$ cat src/hw/rtl/upwind_saturation_stencil_assert.svh
// ----------------------------------------------------------------------------
// upwind_saturation_stencil_assert.svh
// Assertion macros for the upwind saturation stencil; empty in synthesis.
// ----------------------------------------------------------------------------
`ifndef UPWIND_SATURATION_STENCIL_ASSERT_SVH
`define UPWIND_SATURATION_STENCIL_ASSERT_SVH

`ifndef SYNTHESIS
// same-cycle implication
`define USS_ASSERT_IMP(lbl, ck, rn, ante, cons) \
	lbl: assert property (@(posedge ck) disable iff (!rn) (ante) |-> (cons)) \
		else $error("assertion violated");
// next-cycle implication
`define USS_ASSERT_NXT(lbl, ck, rn, ante, cons) \
	lbl: assert property (@(posedge ck) disable iff (!rn) (ante) |=> (cons)) \
		else $error("assertion violated");
`else
`define USS_ASSERT_IMP(lbl, ck, rn, ante, cons)
`define USS_ASSERT_NXT(lbl, ck, rn, ante, cons)
`endif

`endif

$ cat src/hw/rtl/uss_pkg.sv
// ----------------------------------------------------------------------------
// uss_pkg
// Grid constants, item and command types, and shared helpers.
// ----------------------------------------------------------------------------
package uss_pkg;

	// Column count is a power of two: divisions by it are arithmetic shifts.
	localparam int GRID_COLS = 64;
	localparam int GRID_ROWS = 64;
	localparam int COL_W     = $clog2(GRID_COLS);
	localparam int ROW_W     = $clog2(GRID_ROWS);
	localparam int FP_AW     = COL_W + 2;
	localparam int FP_DEPTH  = 3 * GRID_COLS;
	localparam int DATA_W    = 32;
	localparam int FRAC_W    = 16;
	localparam int MUL_W     = DATA_W + 1;
	localparam int PROD_W    = 2 * MUL_W;
	localparam int TERM_W    = PROD_W - FRAC_W;
	localparam int ACC_W     = TERM_W + 3;
	localparam int COURANT_W = 31;
	localparam int POS_W     = 6;
	localparam int CFG_IDX_W = 1;
	localparam int FETCH_W   = 3;
	localparam logic [FETCH_W-1:0] FETCH_LAST = 3'd5;

	localparam logic signed [DATA_W-1:0] ONE_Q         = 32'sd65536;
	localparam logic [COURANT_W-1:0]     COURANT_RESET = 31'd65536;

	typedef struct packed {
		logic signed [DATA_W-1:0] vel_left;
		logic signed [DATA_W-1:0] vel_right;
		logic signed [DATA_W-1:0] vel_up;
		logic signed [DATA_W-1:0] vel_down;
		logic signed [DATA_W-1:0] mob_left;
		logic signed [DATA_W-1:0] mob_right;
		logic signed [DATA_W-1:0] mob_up;
		logic signed [DATA_W-1:0] mob_down;
		logic signed [DATA_W-1:0] frac_flow;
		logic signed [DATA_W-1:0] cap_pressure;
		logic signed [DATA_W-1:0] source_rate;
		logic signed [DATA_W-1:0] old_saturation;
	} uss_item_t;

	// line record, faces indexed left, right, up, down
	typedef struct packed {
		logic [3:0][DATA_W-1:0] vel;
		logic [3:0][DATA_W-1:0] mob;
		logic [DATA_W-1:0]      source;
		logic [DATA_W-1:0]      sat;
	} uss_rec_t;

	typedef enum logic [3:0] {
		ST_IDLE, ST_WR_FP, ST_FETCH, ST_MUL, ST_ACC,
		ST_RATE, ST_SCALE, ST_OUT, ST_WR_CELL, ST_DONE
	} uss_state_t;

	typedef enum logic [1:0] {JOB_PREV, JOB_LEFT, JOB_HERE} uss_job_t;

	typedef enum logic [2:0] {NB_OWN, NB_LEFT, NB_RIGHT, NB_UP, NB_DOWN} uss_nb_t;

	typedef enum logic [1:0] {MUL_FLOW_VEL, MUL_FLOW_MOB, MUL_MOB_DP, MUL_COURANT} uss_mul_t;

	typedef enum logic [CFG_IDX_W-1:0] {REG_BOUNDARY_MODE, REG_COURANT_FACTOR} uss_reg_t;

	typedef struct packed {
		logic             in_load;
		logic             fp_wr;
		logic             cell_wr;
		logic             rd_en;
		logic [FP_AW-1:0] fp_addr;
		logic [COL_W-1:0] cell_addr;
		logic             cap_en;
		uss_nb_t          cap_sel;
		logic             acc_clr;
		logic             acc_en;
		logic [1:0]       acc_face;
		uss_mul_t         mul_sel;
		logic [1:0]       mul_face;
		logic             rate_load;
		logic             out_load;
		logic [ROW_W-1:0] tgt_row;
		logic [COL_W-1:0] tgt_col;
		logic             last;
		logic [3:0]       face_on;
	} uss_cmd_t;

	typedef struct packed {
		logic out_free;
	} uss_status_t;

	function automatic logic signed [DATA_W-1:0] sat32(input logic signed [63:0] x);
		if (x > 64'sd2147483647)
			return 32'sh7fffffff;
		if (x < -64'sd2147483648)
			return 32'sh80000000;
		return x[DATA_W-1:0];
	endfunction

endpackage

$ cat src/hw/rtl/uss_ctrl.sv
// ----------------------------------------------------------------------------
// uss_ctrl
// Sequencer: raster counters, result jobs, fetch and multiply steps.
// ----------------------------------------------------------------------------
`include "upwind_saturation_stencil_assert.svh"

module uss_ctrl (
	input  logic                  clk,
	input  logic                  arst_n,
	input  logic                  in_valid,
	output logic                  in_ready,
	input  uss_pkg::uss_status_t  status,
	output uss_pkg::uss_cmd_t     cmd
);

	uss_pkg::uss_state_t        state_q, state_d;
	uss_pkg::uss_job_t          job_q, job_d;
	logic [uss_pkg::FETCH_W-1:0] k_q, k_d;
	logic [1:0]                 face_q, face_d;
	logic [1:0]                 ph_q, ph_d;
	logic [uss_pkg::ROW_W-1:0]  row_q;
	logic [uss_pkg::COL_W-1:0]  col_q;
	logic [1:0]                 slot_q;

	logic                       last_row, last_col;
	logic [uss_pkg::ROW_W-1:0]  tr;
	logic [uss_pkg::COL_W-1:0]  tc;
	logic [1:0]                 s_own, s_up, s_dn;

	function automatic logic [1:0] inc3(input logic [1:0] s);
		return (s == 2'd2) ? 2'd0 : s + 2'd1;
	endfunction

	function automatic logic [1:0] dec3(input logic [1:0] s);
		return (s == 2'd0) ? 2'd2 : s - 2'd1;
	endfunction

	assign last_row = (row_q == uss_pkg::ROW_W'(uss_pkg::GRID_ROWS - 1));
	assign last_col = (col_q == uss_pkg::COL_W'(uss_pkg::GRID_COLS - 1));

	// target cell and line slots of the current job
	always_comb begin
		unique case (job_q)
			uss_pkg::JOB_PREV: begin
				tr    = row_q - 1'b1;
				tc    = col_q;
				s_own = dec3(slot_q);
				s_up  = inc3(slot_q);
				s_dn  = slot_q;
			end
			uss_pkg::JOB_LEFT: begin
				tr    = row_q;
				tc    = col_q - 1'b1;
				s_own = slot_q;
				s_up  = dec3(slot_q);
				s_dn  = inc3(slot_q);
			end
			default: begin
				tr    = row_q;
				tc    = col_q;
				s_own = slot_q;
				s_up  = dec3(slot_q);
				s_dn  = inc3(slot_q);
			end
		endcase
	end

	always_ff @(posedge clk or negedge arst_n) begin
		if (!arst_n) begin
			state_q <= uss_pkg::ST_IDLE;
			job_q   <= uss_pkg::JOB_PREV;
			k_q     <= '0;
			face_q  <= '0;
			ph_q    <= '0;
		end else begin
			state_q <= state_d;
			job_q   <= job_d;
			k_q     <= k_d;
			face_q  <= face_d;
			ph_q    <= ph_d;
		end
	end

	// advance raster position once all results of an item are out
	always_ff @(posedge clk or negedge arst_n) begin
		if (!arst_n) begin
			row_q  <= '0;
			col_q  <= '0;
			slot_q <= '0;
		end else if (state_q == uss_pkg::ST_DONE) begin
			if (last_col) begin
				col_q  <= '0;
				row_q  <= last_row ? '0 : row_q + 1'b1;
				slot_q <= last_row ? 2'd0 : inc3(slot_q);
			end else begin
				col_q <= col_q + 1'b1;
			end
		end
	end

	// next state
	always_comb begin
		state_d = state_q;
		job_d   = job_q;
		k_d     = k_q;
		face_d  = face_q;
		ph_d    = ph_q;
		unique case (state_q)
			uss_pkg::ST_IDLE: begin
				if (in_valid)
					state_d = uss_pkg::ST_WR_FP;
			end
			uss_pkg::ST_WR_FP: begin
				if (row_q != '0) begin
					job_d   = uss_pkg::JOB_PREV;
					k_d     = '0;
					state_d = uss_pkg::ST_FETCH;
				end else begin
					state_d = uss_pkg::ST_WR_CELL;
				end
			end
			uss_pkg::ST_FETCH: begin
				if (k_q == uss_pkg::FETCH_LAST) begin
					face_d  = '0;
					ph_d    = '0;
					state_d = uss_pkg::ST_MUL;
				end else begin
					k_d = k_q + 1'b1;
				end
			end
			uss_pkg::ST_MUL: begin
				if (ph_q == 2'd2) begin
					ph_d = '0;
					if (face_q == 2'd3)
						state_d = uss_pkg::ST_ACC;
					else
						face_d = face_q + 1'b1;
				end else begin
					ph_d = ph_q + 1'b1;
				end
			end
			uss_pkg::ST_ACC:   state_d = uss_pkg::ST_RATE;
			uss_pkg::ST_RATE:  state_d = uss_pkg::ST_SCALE;
			uss_pkg::ST_SCALE: state_d = uss_pkg::ST_OUT;
			uss_pkg::ST_OUT: begin
				if (status.out_free) begin
					k_d = '0;
					unique case (job_q)
						uss_pkg::JOB_PREV: state_d = uss_pkg::ST_WR_CELL;
						uss_pkg::JOB_LEFT: begin
							if (last_col) begin
								job_d   = uss_pkg::JOB_HERE;
								state_d = uss_pkg::ST_FETCH;
							end else begin
								state_d = uss_pkg::ST_DONE;
							end
						end
						default: state_d = uss_pkg::ST_DONE;
					endcase
				end
			end
			uss_pkg::ST_WR_CELL: begin
				k_d = '0;
				if (last_row && col_q != '0) begin
					job_d   = uss_pkg::JOB_LEFT;
					state_d = uss_pkg::ST_FETCH;
				end else if (last_row && last_col) begin
					job_d   = uss_pkg::JOB_HERE;
					state_d = uss_pkg::ST_FETCH;
				end else begin
					state_d = uss_pkg::ST_DONE;
				end
			end
			uss_pkg::ST_DONE: state_d = uss_pkg::ST_IDLE;
			default:          state_d = uss_pkg::ST_IDLE;
		endcase
	end

	// outputs
	always_comb begin
		cmd          = '0;
		in_ready     = 1'b0;
		cmd.tgt_row  = tr;
		cmd.tgt_col  = tc;
		cmd.last     = (job_q == uss_pkg::JOB_HERE);
		cmd.face_on  = {tr != uss_pkg::ROW_W'(uss_pkg::GRID_ROWS - 1), tr != '0,
			tc != uss_pkg::COL_W'(uss_pkg::GRID_COLS - 1), tc != '0};
		cmd.cell_addr = tc;
		unique case (state_q)
			uss_pkg::ST_IDLE: begin
				in_ready    = 1'b1;
				cmd.in_load = in_valid;
			end
			uss_pkg::ST_WR_FP: begin
				cmd.fp_wr   = 1'b1;
				cmd.fp_addr = {slot_q, col_q};
			end
			uss_pkg::ST_FETCH: begin
				cmd.acc_clr = (k_q == '0);
				if (k_q != uss_pkg::FETCH_LAST) begin
					cmd.rd_en = 1'b1;
					unique case (uss_pkg::uss_nb_t'(k_q))
						uss_pkg::NB_OWN:   cmd.fp_addr = {s_own, tc};
						uss_pkg::NB_LEFT:  cmd.fp_addr = {s_own, tc - 1'b1};
						uss_pkg::NB_RIGHT: cmd.fp_addr = {s_own, tc + 1'b1};
						uss_pkg::NB_UP:    cmd.fp_addr = {s_up, tc};
						default:           cmd.fp_addr = {s_dn, tc};
					endcase
				end
				if (k_q != '0) begin
					cmd.cap_en  = 1'b1;
					cmd.cap_sel = uss_pkg::uss_nb_t'(k_q - 1'b1);
				end
			end
			uss_pkg::ST_MUL: begin
				cmd.mul_face = face_q;
				unique case (ph_q)
					2'd0:    cmd.mul_sel = uss_pkg::MUL_FLOW_VEL;
					2'd1:    cmd.mul_sel = uss_pkg::MUL_FLOW_MOB;
					default: cmd.mul_sel = uss_pkg::MUL_MOB_DP;
				endcase
				// sum the product issued one step back
				if (ph_q == 2'd1) begin
					cmd.acc_en   = 1'b1;
					cmd.acc_face = face_q;
				end else if (ph_q == 2'd0 && face_q != 2'd0) begin
					cmd.acc_en   = 1'b1;
					cmd.acc_face = face_q - 1'b1;
				end
			end
			uss_pkg::ST_ACC: begin
				cmd.acc_en   = 1'b1;
				cmd.acc_face = 2'd3;
			end
			uss_pkg::ST_RATE:    cmd.rate_load = 1'b1;
			uss_pkg::ST_SCALE:   cmd.mul_sel   = uss_pkg::MUL_COURANT;
			uss_pkg::ST_OUT: begin
				// hold the scaled product while the result waits for room
				cmd.mul_sel  = uss_pkg::MUL_COURANT;
				cmd.out_load = status.out_free;
			end
			uss_pkg::ST_WR_CELL: begin
				cmd.cell_wr   = 1'b1;
				cmd.cell_addr = col_q;
			end
			default: begin
			end
		endcase
	end

	`USS_ASSERT_IMP(a_load_needs_room, clk, arst_n, cmd.out_load, status.out_free)
	`USS_ASSERT_NXT(a_accept_writes_line, clk, arst_n, cmd.in_load, state_q == uss_pkg::ST_WR_FP)
	`USS_ASSERT_IMP(a_no_rw_clash, clk, arst_n, cmd.fp_wr, !cmd.rd_en && !cmd.cap_en)

endmodule

$ cat config.mk
export PLATFORM = sky130hd
export DESIGN_NAME = uss_ctrl
export DESIGN_NICKNAME = d
export VERILOG_FILES = /design/src/hw/rtl/uss_pkg.sv /design/src/hw/rtl/uss_ctrl.sv
export VERILOG_INCLUDE_DIRS = /design/src /design/src/hw/rtl
export SDC_FILE = /design/constraint.sdc
export NUM_CORES = 1
export LEC_CHECK = 0
export ABC_AREA = 1
export CAP_MARGIN = 10
export CORE_ASPECT_RATIO = 1.75
export CORE_MARGIN = 3
export CORE_UTILIZATION = 55
export CTS_BUF_LIST = sky130_fd_sc_hd__clkbuf_8
export DETAILED_ROUTE_END_ITERATION = 8
export DONT_BUFFER_PORTS = 1
export PLACE_DENSITY = 0.7
export SYNTH_ARGS = -nofsm -noshare
export SYNTH_HDL_FRONTEND = slang
export SYNTH_SLANG_ARGS = --single-unit
$ cat constraint.sdc
create_clock -name clk -period 8.11 [get_ports clk]
set_input_delay 1.622 -clock clk [delete_from_list [all_inputs] [get_ports clk]]
set_output_delay 1.622 -clock clk [all_outputs]
set_load 0.005 [all_outputs]
# ---- Word level (Yosys, flattened, before mapping)
# Cells that the tools add are included.
dict set report op_classes {
  n_addsub 13
  eq_ne 35
  n_mux 57
  n_reduce_logical 24
}
# operator n
set op_table {}
lappend op_table {{two-way mux 4 bit} 10}
lappend op_table {{case mux 4 bit (9 select lines)} 1}
lappend op_table {{two-way mux 2 bit} 17}
lappend op_table {{case mux 8 bit (4 select lines)} 1}
lappend op_table {{two-way mux 6 bit} 5}
lappend op_table {{nonzero test 6 bit} 4}
lappend op_table {{!= test 2 bit (second input constant)} 10}
lappend op_table {{adder 6 x 1 -> 6 bit (second input constant)} 3}
lappend op_table {{subtractor 6 x 1 -> 6 bit (second input constant)} 3}
lappend op_table {{== test 4 x 3 -> 1 bit (second input constant)} 4}
lappend op_table {{case mux 2 bit (2 select lines)} 4}
lappend op_table {{case mux 8 bit (2 select lines)} 1}
lappend op_table {{two-way mux 3 bit} 5}
lappend op_table {{== test 6 bit (second input constant)} 2}
lappend op_table {{!= test 6 bit (second input constant)} 2}
lappend op_table {{case mux 3 bit (4 select lines)} 1}
lappend op_table {{two-way mux 9 bit} 1}
lappend op_table {{== test 2 bit (second input constant)} 4}
lappend op_table {{== test 4 x 2 -> 1 bit (second input constant)} 2}
lappend op_table {{== test 4 bit (second input constant)} 2}
lappend op_table {{case mux 4 bit (2 select lines)} 1}
lappend op_table {{AND reduction 4 bit} 2}
lappend op_table {{two-way mux 1 bit} 7}
lappend op_table {{adder 2 x 1 -> 2 bit (second input constant)} 3}
lappend op_table {{23 further kinds} 34}
dict set report word_totals {
  register_bits 27
  inputBits 4
  out_inout_bits 50
  word_cells 137
}

# ---- Depth between registers and ports, before layout
dict set report logic_depth {
  depth_word 6
  mapped_depth 16
  mapped_depth_nobuf 16
}

# ---- Worst setup path after synthesis
# OpenSTA, ideal clock, no wires.
dict set report synth_timing {
  kind {register to output}
  from {register col_q[0] in the netlist's numbering}
  to {output cmd[41] in the netlist's numbering}
  arrival_ns 2.220
  required_ns 6.488
  slack_ns 4.268
  stages_incl_launch_ff 14
  path_buffers 0
  path_cell_list {dfrtp_1 > inv_1 > ha_1 > nand2_1 > xor2_1 > ha_1 > nand2_1 > nand2_1 > a21oi_1 > xor2_1 > or2_2 > nand2_1 > nand3_1 > nand2_1}
}
# element line
set synth_rtl {}
lappend synth_rtl {{start, declared} uss_ctrl.sv:22} ;# logic [uss_pkg::COL_W-1:0] col_q;
lappend synth_rtl {{start signal, assigned} uss_ctrl.sv:96} ;# col_q <= col_q + 1'b1;
lappend synth_rtl {{end, declared} uss_ctrl.sv:13} ;# output uss_pkg::uss_cmd_t cmd

==> impl_metrics.py <==
metrics = {
    "status": {
        "outcome": "finished, final reports clean",
    },
    "synth": {
        "syn_avg_cell_area_um2": 6.42,
        "synthSimpleGateAreaFrac_pct": 35.5,
        "synth_compound_area_share_pct": 15.5,
        "synth_top_family_by_area": "simple AND/OR/NAND/NOR gates",
        "syn_nets": 431,
        "synth_mux_area_share_pct": 0,
        "synth-adder-area-share_pct": 10.9,
        "synth_edf_count": 0,
        "synthDistinctLibCells": 31,
        "synth_xor_area_share_pct": 2.02,
        "synthArstFlopShare_pct": 100,
        "synthesis.area_um2": 2600,
        "synth_flop_cell": "dfrtp_1",
        "seq_area_frac_synth_pct": 26.0,
        "syn_inst": 405,
        "ys_seq_elements": 27,
        "yosys_warnings": 0,
    },
    "sta": {
        "slew_headroom_pct": 58.1,
        "setup_viol": 0,
        "fmax_mhz": 226,
        "period_needed_ns": 4.42,
        "finClkSkew_ns": 0.0139,
        "slew_violations": 0,
        "tns_ns": 0,
        "final_hold_viol_count": 0,
        "min_period_over_period_pct": 54.5,
        "worstMarginPinSlew_ns": 0.627,
        "rsz0062_at_grt": "no",
    },
    "floorplanning": {
        "dieArea_um2": 5620,
        "initial_core_util_pct": 58.0,
        "core_um2": 4480,
        "num_rows": 32,
        "ios": 54,
        "die_w_um": 58.0,
        "die_h_um": 96.9,
    },
    "clocking": {
        "ctsLongestPathBuffers": 2,
        "cts.sinks": 27,
        "cts_root_buf": "clkbuf_8",
        "htree_levels": 1,
        "cts_tree": "built",
        "cts_setup_buffers": 0,
        "worstSkewPairLatency_ns": 0.28,
        "cts.hold.buffers_added": 0,
        "cts_buffers": 3,
        "cts_resized": 0,
        "clkTransAtPathRegs_ns": 0.09,
    },
    "route": {
        "drt_iter0_drc": 81,
        "num_vias": 2583,
        "drt_pass1_iterations": 4,
        "wl_um": 6510,
        "avgRoutedWirePerCell_um": 14.2,
        "detail-route-antenna-nets": 0,
        "viasPerCell": 5.64,
        "drc": 0,
    },
    "power": {
        "power.density_nw_per_um2": 322,
        "p_leak_uw": 0.00133,
        "peakVddDrop_mv": 0.233,
    },
    "global_routing": {
        "grt_usage_pct": 24.2,
        "grt_max_degree": 28,
        "grt_pass1_wl_um": 11000,
        "first_global_vias": 2505,
        "grt-ovfl-total": 0,
        "antenna_found_initial": 0,
    },
    "placed_design": {
        "io_buffers": 0,
        "gp_congestion": 0.958,
        "hpwlAfterDp_um": 5400,
    },
    "job": {
        "cap_violations": 0,
    },
    "min_path": {
        "hold_path.class": "flop to flop",
        "worstHoldStart": "row_q[1]$_DFFE_PN0P_",
    },
    "final_layout": {
        "post-route-util_pct": 60.3,
        "fillers": 461,
        "drive_gt1_share_pct": 6.63,
        "fin_nets": 434,
        "area_growth_pct": 4.04,
        "antenna_cells": 0,
    },
    "worst_setup_path": {
        "crit_arrival_ns": 2.80,
        "reg2reg_from": "state_q[2]$_DFFE_PN0P_",
        "cp_max_fo": 7,
        "path_class": "flop to primary output",
        "cp-start-kind": "flop",
        "cp.required_ns": 6.49,
        "crit_start": "col_q[0]$_DFFE_PN0N_",
        "crit_path_end_kind": "primary output",
        "r2r_slack_ns": 6.28,
    },
}
==> stage by stage <==
stage	total power, uW	instances	hold WS [ns]	setup slack [ns]	cell area (um2)
after floorplan	668	405	0.500	4.27	2600
after global placement	784	454	0.535	4.03	2660
after detailed placement	793	454	0.542	3.99	2660
after CTS	875	458	0.564	3.67	2700
after global routing	966	458	0.624	3.41	2700
final	871	458	0.554	3.69	2700
==> layer usage <==
metal	share of wire, %	global-route usage [%]	up-vias
met3	3.5	2.14	13
met4	2.8	10.2	0
met1	40	27.1	1183
li1	-	-	1331
met5	0	0	-
met2	54	44.4	56
==> cells in the final DEF (no fill, tap or decap), types with 2 or more instances in the layout <==
cell and count:
nor4_1 2, nand2_2 6, o21ai_1 3, nor2_4 2, a22oi_1 3, clkbuf_8 3
nor2_1 43, nand2_4 2, inv_2 7, xor2_1 6, nand4_1 6, a21oi_1 16
nor2_2 2, o22ai_1 7, o21ai_0 35, ha_1 21, dfrtp_1 27, nand3_1 39
inv_1 61, nand2_1 96, nor3_1 5, o211ai_1 3, or2_1 3
==> final cells by class <==
class / instances / area [um2] / share of cell area (%)
flip-flops and latches: 27 / 676 / 25.0
well taps: 51 / 63.8 / 2.36
clock buffers: 3 / 41.3 / 1.53
inverters: 68 / 255 / 9.44
clock inverters: 1 / 7.51 / 0.278
multi-input cells: 308 / 1660 / 61.4
==> synthesized netlist by cell type (5+ instances only) <==
master / n / area, um2
inv_1: 61 / 229
nor2_1: 43 / 161
nand2_2: 6 / 37.5
a21oi_1: 16 / 80.1
nand2_1: 96 / 360
inv_2: 7 / 26.3
nand3_1: 39 / 195
xor2_1: 6 / 52.6
dfrtp_1: 27 / 676
o21ai_0: 35 / 175
o22ai_1: 7 / 43.8
ha_1: 21 / 263
nand4_1: 6 / 37.5
nor3_1: 5 / 25.0
==> state kept, by name, indices dropped and copies added, names as in the netlist <==
signal and cells:
job_q 2, face_q 2, state_q 4, k_q 3
row_q 6, slot_q 2, col_q 6, ph_q 2
==> report_power, final <==
part / switching (uW) / internal (uW) / leakage [uW]
Sequential: 28.9 / 167 / 0.000361
Clock: 44.5 / 34.9 / 0.0000217
Combinational: 410 / 186 / 0.000947
Total: 483 / 388 / 0.00133
==> cell families after synthesis <==
logic type / count (synthesis)
XOR/XNOR: 6
buffers and inverters: 70
adder cells (fa/ha/maj): 22
AND/OR/NAND/NOR: 208
flip-flops: 27
AO/OA/AOI/OAI: 72
==> critical path, stage by stage, from the launching register on <==
cell and delay [ns]:
dfrtp_1 0.43, inv_1 0.18, ha_1 0.28, o21ai_1 0.50
fa_1 0.34, nand2_1 0.06, nand2_1 0.06, a21oi_1 0.07
xor2_1 0.14, or2_2 0.27, nand2_1 0.06, nand3_1 0.06
nand2_1 0.08
==> path summary, 6_finish.rpt <==
path | end | depth (start not counted)
max in group asynchronous | row_q[5]$_DFFE_PN0P_ | 0
min reg2reg | row_q[1]$_DFFE_PN0P_ | 2
min in group asynchronous | row_q[3]$_DFFE_PN0P_ | 0
max reg2reg | job_q[0]$_DFFE_PN0P_ | 7
min | row_q[1]$_DFFE_PN0P_ | 2
max | cmd[41] | 12
(Power assumes the default switching activity.)
